$ cat config.mk
export PLATFORM = sky130hd
export DESIGN_NAME = apt_merge
export DESIGN_NICKNAME = d
export VERILOG_FILES = /design/src/hw/rtl/apt_pkg.sv /design/src/hw/rtl/apt_merge.sv
export SDC_FILE = /design/constraint.sdc
export NUM_CORES = 1
export LEC_CHECK = 0
export BUFFER_PORTS_ARGS = -buffer_cell sky130_fd_sc_hd__buf_2
export CAP_MARGIN = 10
export CORE_MARGIN = 5
export CORE_UTILIZATION = 25
export CTS_BUF_LIST = sky130_fd_sc_hd__clkbuf_16
export CTS_CLUSTER_DIAMETER = 150
export DETAILED_ROUTE_END_ITERATION = 7
export SLEW_MARGIN = 10
export SYNTH_ARGS = -nofsm -noshare
export SYNTH_HDL_FRONTEND = slang
export SYNTH_SLANG_ARGS = --single-unit
$ cat constraint.sdc
create_clock -name clk -period 7.3 [get_ports clk]
set_input_delay 1.825 -clock clk [delete_from_list [all_inputs] [get_ports clk]]
set_output_delay 1.825 -clock clk [all_outputs]
set_load 0.1 [all_outputs]
$ cat src/hw/rtl/apt_pkg.sv
// ----------------------------------------------------------------------------
// apt_pkg
// Shared types and constants for the 3D affine point transform: request and
// response payloads, opcodes, and the lane control and result bundles.
// ----------------------------------------------------------------------------
package apt_pkg;

  // payload field width and matrix shape
  localparam int FIELD_W   = 32;
  localparam int NUM_AXES  = 3;
  localparam int NUM_COEFS = 12;
  localparam int TRANS_ROW = 9;

  // request opcodes
  typedef enum logic [1:0] {
    OP_LOAD  = 2'd0,
    OP_POINT = 2'd1,
    OP_DIR   = 2'd2
  } apt_op_t;

  // request payload
  typedef struct packed {
    logic [1:0]                opcode;
    logic [3:0]                coef_index;
    logic signed [FIELD_W-1:0] coef_value;
    logic signed [FIELD_W-1:0] x_in;
    logic signed [FIELD_W-1:0] y_in;
    logic signed [FIELD_W-1:0] z_in;
  } apt_req_t;

  // response payload
  typedef struct packed {
    logic signed [FIELD_W-1:0] x_out;
    logic signed [FIELD_W-1:0] y_out;
    logic signed [FIELD_W-1:0] z_out;
    logic                      saturated;
  } apt_rsp_t;

  // pipeline load enables for one lane
  typedef struct packed {
    logic load_mult;
    logic load_sum;
  } apt_lane_ctrl_t;

  // one lane's clipped column value
  typedef struct packed {
    logic signed [FIELD_W-1:0] value;
    logic                      clip;
  } apt_lane_res_t;

endpackage

$ cat src/hw/rtl/apt_merge.sv
// ----------------------------------------------------------------------------
// apt_merge
// Output register: gathers the three lane columns into one response and
// combines the lane clip flags.
// ----------------------------------------------------------------------------
module apt_merge import apt_pkg::*; (
  input  logic          clk,
  input  logic          rst,
  input  logic          sum_valid,
  input  apt_lane_res_t lane_res [NUM_AXES],
  output logic          ready,
  output logic          rsp_valid,
  input  logic          rsp_stall,
  output apt_rsp_t      rsp
);

  logic     rsp_valid_next;
  apt_rsp_t rsp_next;

  // output slot frees when empty or when its transfer completes
  assign ready = !rsp_valid || !rsp_stall;

  // combine lanes
  always_comb begin
    rsp_next.x_out     = lane_res[0].value;
    rsp_next.y_out     = lane_res[1].value;
    rsp_next.z_out     = lane_res[2].value;
    rsp_next.saturated = lane_res[0].clip || lane_res[1].clip || lane_res[2].clip;
    rsp_valid_next     = ready ? sum_valid : rsp_valid;
  end

  // output valid
  always_ff @(posedge clk) begin
    if (rst) begin
      rsp_valid <= 1'b0;
    end else begin
      rsp_valid <= rsp_valid_next;
    end
  end

  // output payload
  always_ff @(posedge clk) begin
    if (ready && sum_valid) begin
      rsp <= rsp_next;
    end
  end

endmodule

# [Word-level counts from Yosys, hierarchy flattened]
# Cells that the tools add are included.
[classes] addsub=0 n_mul=0 n_div=0 magnitude_cmp=0 n_eq_ne=0 shift=0 mux=0 n_bitwise=0 reduce_logical=6
[op_table] operator="$logic_or A1 B1 Y1" count=3
[op_table] operator="$logic_not A1 Y1" count=2
[op_table] operator="$logic_and A1 B1 Y1" count=1
[word_totals] regBits=98 latchBits=0 mem_bits_rw=0 mem_bits_ro=0 inputBits=103 out_inout_bits=99 n_memories=0

# [Longest topological paths before layout]
[depth] depth_word=3 ltp_mapped=2 depth_no_buf=2

# [Worst setup path after synthesis]
# OpenSTA, ideal clock, no wires.
[synth_path] path_type="input -> register" start="input port rsp_stall" end="register rsp[0] (netlist bit), enable pin" arrival_ps=4851 required_ps=6834 path_slack_ps=1983 path_stages=2 path_buffers=0 cell_sequence="nand2_1 -> and2_1"
[synth_via] elab_chain_cells=3
[synth_lines] item="start: declaration" line="apt_merge.sv:13" source="input logic rsp_stall,"
[synth_lines] item="$logic_not A1 Y1" line="apt_merge.sv:21" source="assign ready = !rsp_valid || !rsp_stall;"
[synth_lines] item="$logic_or A1 B1 Y1" line="apt_merge.sv:21"
[synth_lines] item="$logic_and A1 B1 Y1" line="apt_merge.sv:43" source="if (ready && sum_valid) begin"
[synth_lines] item="end signal: assignment" line="apt_merge.sv:44" source="rsp <= rsp_next;"
[synth_lines] item="end: declaration" line="apt_merge.sv:14" source="output apt_rsp_t rsp"
# No other way between the ends.
# A chain may end at the register's enable or synchronous reset.

# [Worst setup path in the final report]
[layout_path] start="input port rsp_stall" end="output port ready"
[layout_via] elab_chain_cells=2
[layout_lines] item="$logic_not A1 Y1" line="apt_merge.sv:21"
[layout_lines] item="$logic_or A1 B1 Y1" line="apt_merge.sv:21"
[layout_lines] item="end: declaration" line="apt_merge.sv:11" source="output logic ready,"
# No other way between the ends.

==> metrics.md <==
| Metric | Value |
|---|---|
| Layout area overhead | `50.04%` |
| Ant. Diodes | `0` |
| H-tree depth | `3` |
| Die Span Y | `118.8 µm` |
| Num CTS Buffers | `9` |
| 1st-pass router iterations | `4` |
| Vias in the first global route | `2014` |
| CP Max Fanout | `2` |
| CTS root buffer | `clkbuf_16` |
| Status | `finished clean` |
| Post-Syn Area per Cell | `around 29 µm²` |
| Area of the core | `11520 µm²` |
| Mean routed wirelength per cell | `16.28 µm` |
| Fin crit period | `around 4.3 ns` |
| Critical path origin | `rsp_stall` |
| Clock Latency Late Sink | `0.34 ns` |
| Largest cells by area after synthesis | `edfxtp_1 98%, dfxtp_1 0.68%, and2_1 0.21%, or3_1 0.21%, a21oi_1 0.17%` |
| Setup TNS Final | `0 ns` |
| Yosys cell types | `7` |
| Number of enable flip-flop cells after synthesis | `97` |
| Leak pwr | `1.891 nW` |
| Max Cap Viol | `0` |
| Final hold vios | `0` |
| Dominant synthesized flop cell | `edfxtp_1` |
| Worst path arrival time | `between 2 and 2.5 ns` |
| CP peak stage delay | `between 0.4 and 0.5 ns` |
| # rows | `39` |
| Max IR drop VDD | `around 0.12 mV` |
| Final layout net count | `419` |
| Gr usage total | `10.78%` |
| Slowest CP cell | `buf_2` |
| Initial antenna violation count | `2` |
| Hold_buf cts | `0` |
| Skew final | `about 0.0036 ns` |
| Worst Hold Class | `reg2reg` |
| CTS tree | `yes` |
| Cells after Synth | `103` |
| Die X | `118.8 µm` |
| Worst setup SP type | `input pin` |
| Number of synthesized register bits | `between 90 and 100` |
| Iteration-0 DRC Markers | `77` |
| Fraction of layout cells with a size suffix above 1 | `about two thirds` |
| Synth async-reset ratio | `0%` |
| Worst-Margin Slew | `about 0.64 ns` |
| R2R depth | `3` |
| Slew HR | `57.52%` |
| Sequential area share after synthesis | `99.15%` |
| Crit-path cells | `buf_2, nand2_1, buf_2` |
| PwrDens | `320.0 nW/µm²` |
| Post-CTS Setup Bufs | `0` |
| Mapped Area | `2958 µm²` |
| Fin crit share | `58.33%` |
| Area share of the largest cell type after synthesis | `98.48%` |
| Clock Sinks | `98` |
| HP Start | `rsp_valid` |
| CTS Buffer Depth | `2` |
| RSZ-0062 raised after global routing | `no` |
| Routability cong. | `0.6804` |
| Antenna Nets Post-Route | `0` |
| Starting Density | `25.68%` |
| Routed vias/inst | `between 3 and 4` |
| Crit. End Element | `output port` |
| Crit Path Category | `in2out` |
| Port Buffer Count | `roughly 200` |
| Final hold slack | `0.5275 ns` |
| Largest net degree at the start of global routing | `51` |
| Reg clk slew, reported paths | `0.06 ns` |
| Residual DRC | `0` |
| Gr ovfl total | `0` |
| Largest area contributor in the netlist | `edfxtp_1` |
| Die ar. | `14110 µm²` |
| Hold Crit Depth | `2` |
| Post-CTS sizing | `0` |
| Critical Path RT | `~5.5 ns` |
| Post-Syn Nets | `206` |
| Non-Filler Instances | `464` |
| Yosys warning count | `0` |
| Max-slew violations | `0` |
| I/O pin count | `around 200` |
| Reg-to-Reg Start | `rsp_valid` |
| First-pass GRT wire length | `11.24 mm` |
| FILL cells | `1090` |
| Via count | `1826` |
| Post-Route WL | `7.552 mm` |
| Setup violations, final | `0` |
| Post-Place Cells | `448` |
| Most frequent cell after synthesis | `edfxtp_1` |
| Most used cell, CP | `buf_2` |
| Fmax | `234.8 MHz` |
area by class of cell:
cell class | instances | area (µm²) | area share (%)
multi-input combinational | 5 | 27.53 | 0.6202
timing repair buffer | 202 | 1013 | 22.84
clock buffer | 9 | 225.2 | 5.075
tap | 143 | 178.9 | 4.032
clock inverter | 7 | 60.06 | 1.353
sequential | 98 | 2933 | 66.08
cells in the final DEF (no fill, tap or decap):
cell type and instances:
a21oi_1 1, dfxtp_1 1, nand2_1 1, clkbuf_16 9, nor2_1 1, edfxtp_1 97, clkinv_2 3, bufinv_16 1
clkinv_1 2, buf_2 201, clkinvlp_4 1, and2_4 1, or3_1 1, buf_4 1
critical path, delay by kind of cell:
family                 cells  cell delay, ns
buffers and inverters      2            0.53
and+or+nand+nor            1            0.08
cells by family (layout without fill, tap and decap cells):
family,after synthesis,count (layout),share of synthesized area [%]
AO/OA/AOI/OAI,1,1,0.1690
AND/OR/NAND/NOR,4,4,0.6768
buffers and inverters,0,218,0
flip-flops,98,98,99.15
sequential cells by signal, summed over array words and instances (netlist names):
name and count:
rsp 97, rsp_valid 1
metrics by stage:
step	instance area, µm²	setup slack, ns	util [%]	power (mW)
2_1_floorplan	2958	1.983	-	0.9223
3_3_place_gp	4153	3.038	36.06	0.9817
3_5_place_dp	4153	3.032	36.06	0.9846
4_1_cts	4438	3.032	38.54	1.445
5_1_grt	4438	3.003	38.54	1.478
6_report	4438	3.042	38.54	1.420
per-layer routing:
layer / share of wire (%) / global-route usage, % / wire [µm]
met4: 2.0 / 6.300 / 153
met1: 38 / 11.51 / 2840
met2: 48 / 16.73 / 3624
met3: 12 / 6.065 / 912
met5: 0.28 / 0 / 21
path summary, 6_finish.rpt:
check              endpoint  slack (ns)
hold reg to reg   rsp_valid        0.53
setup / recovery      ready        3.04
hold / removal    rsp_valid        0.53
setup reg to reg    rsp[87]        5.32
power by group:
| part | switching, mW | internal [mW] |
|---|---|---|
| Sequential | 0.00753 | 0.658 |
| Clock | 0.190 | 0.261 |
| Combinational | 0.263 | 0.0399 |
No activity file was read; power rests on OpenSTA's default activity.
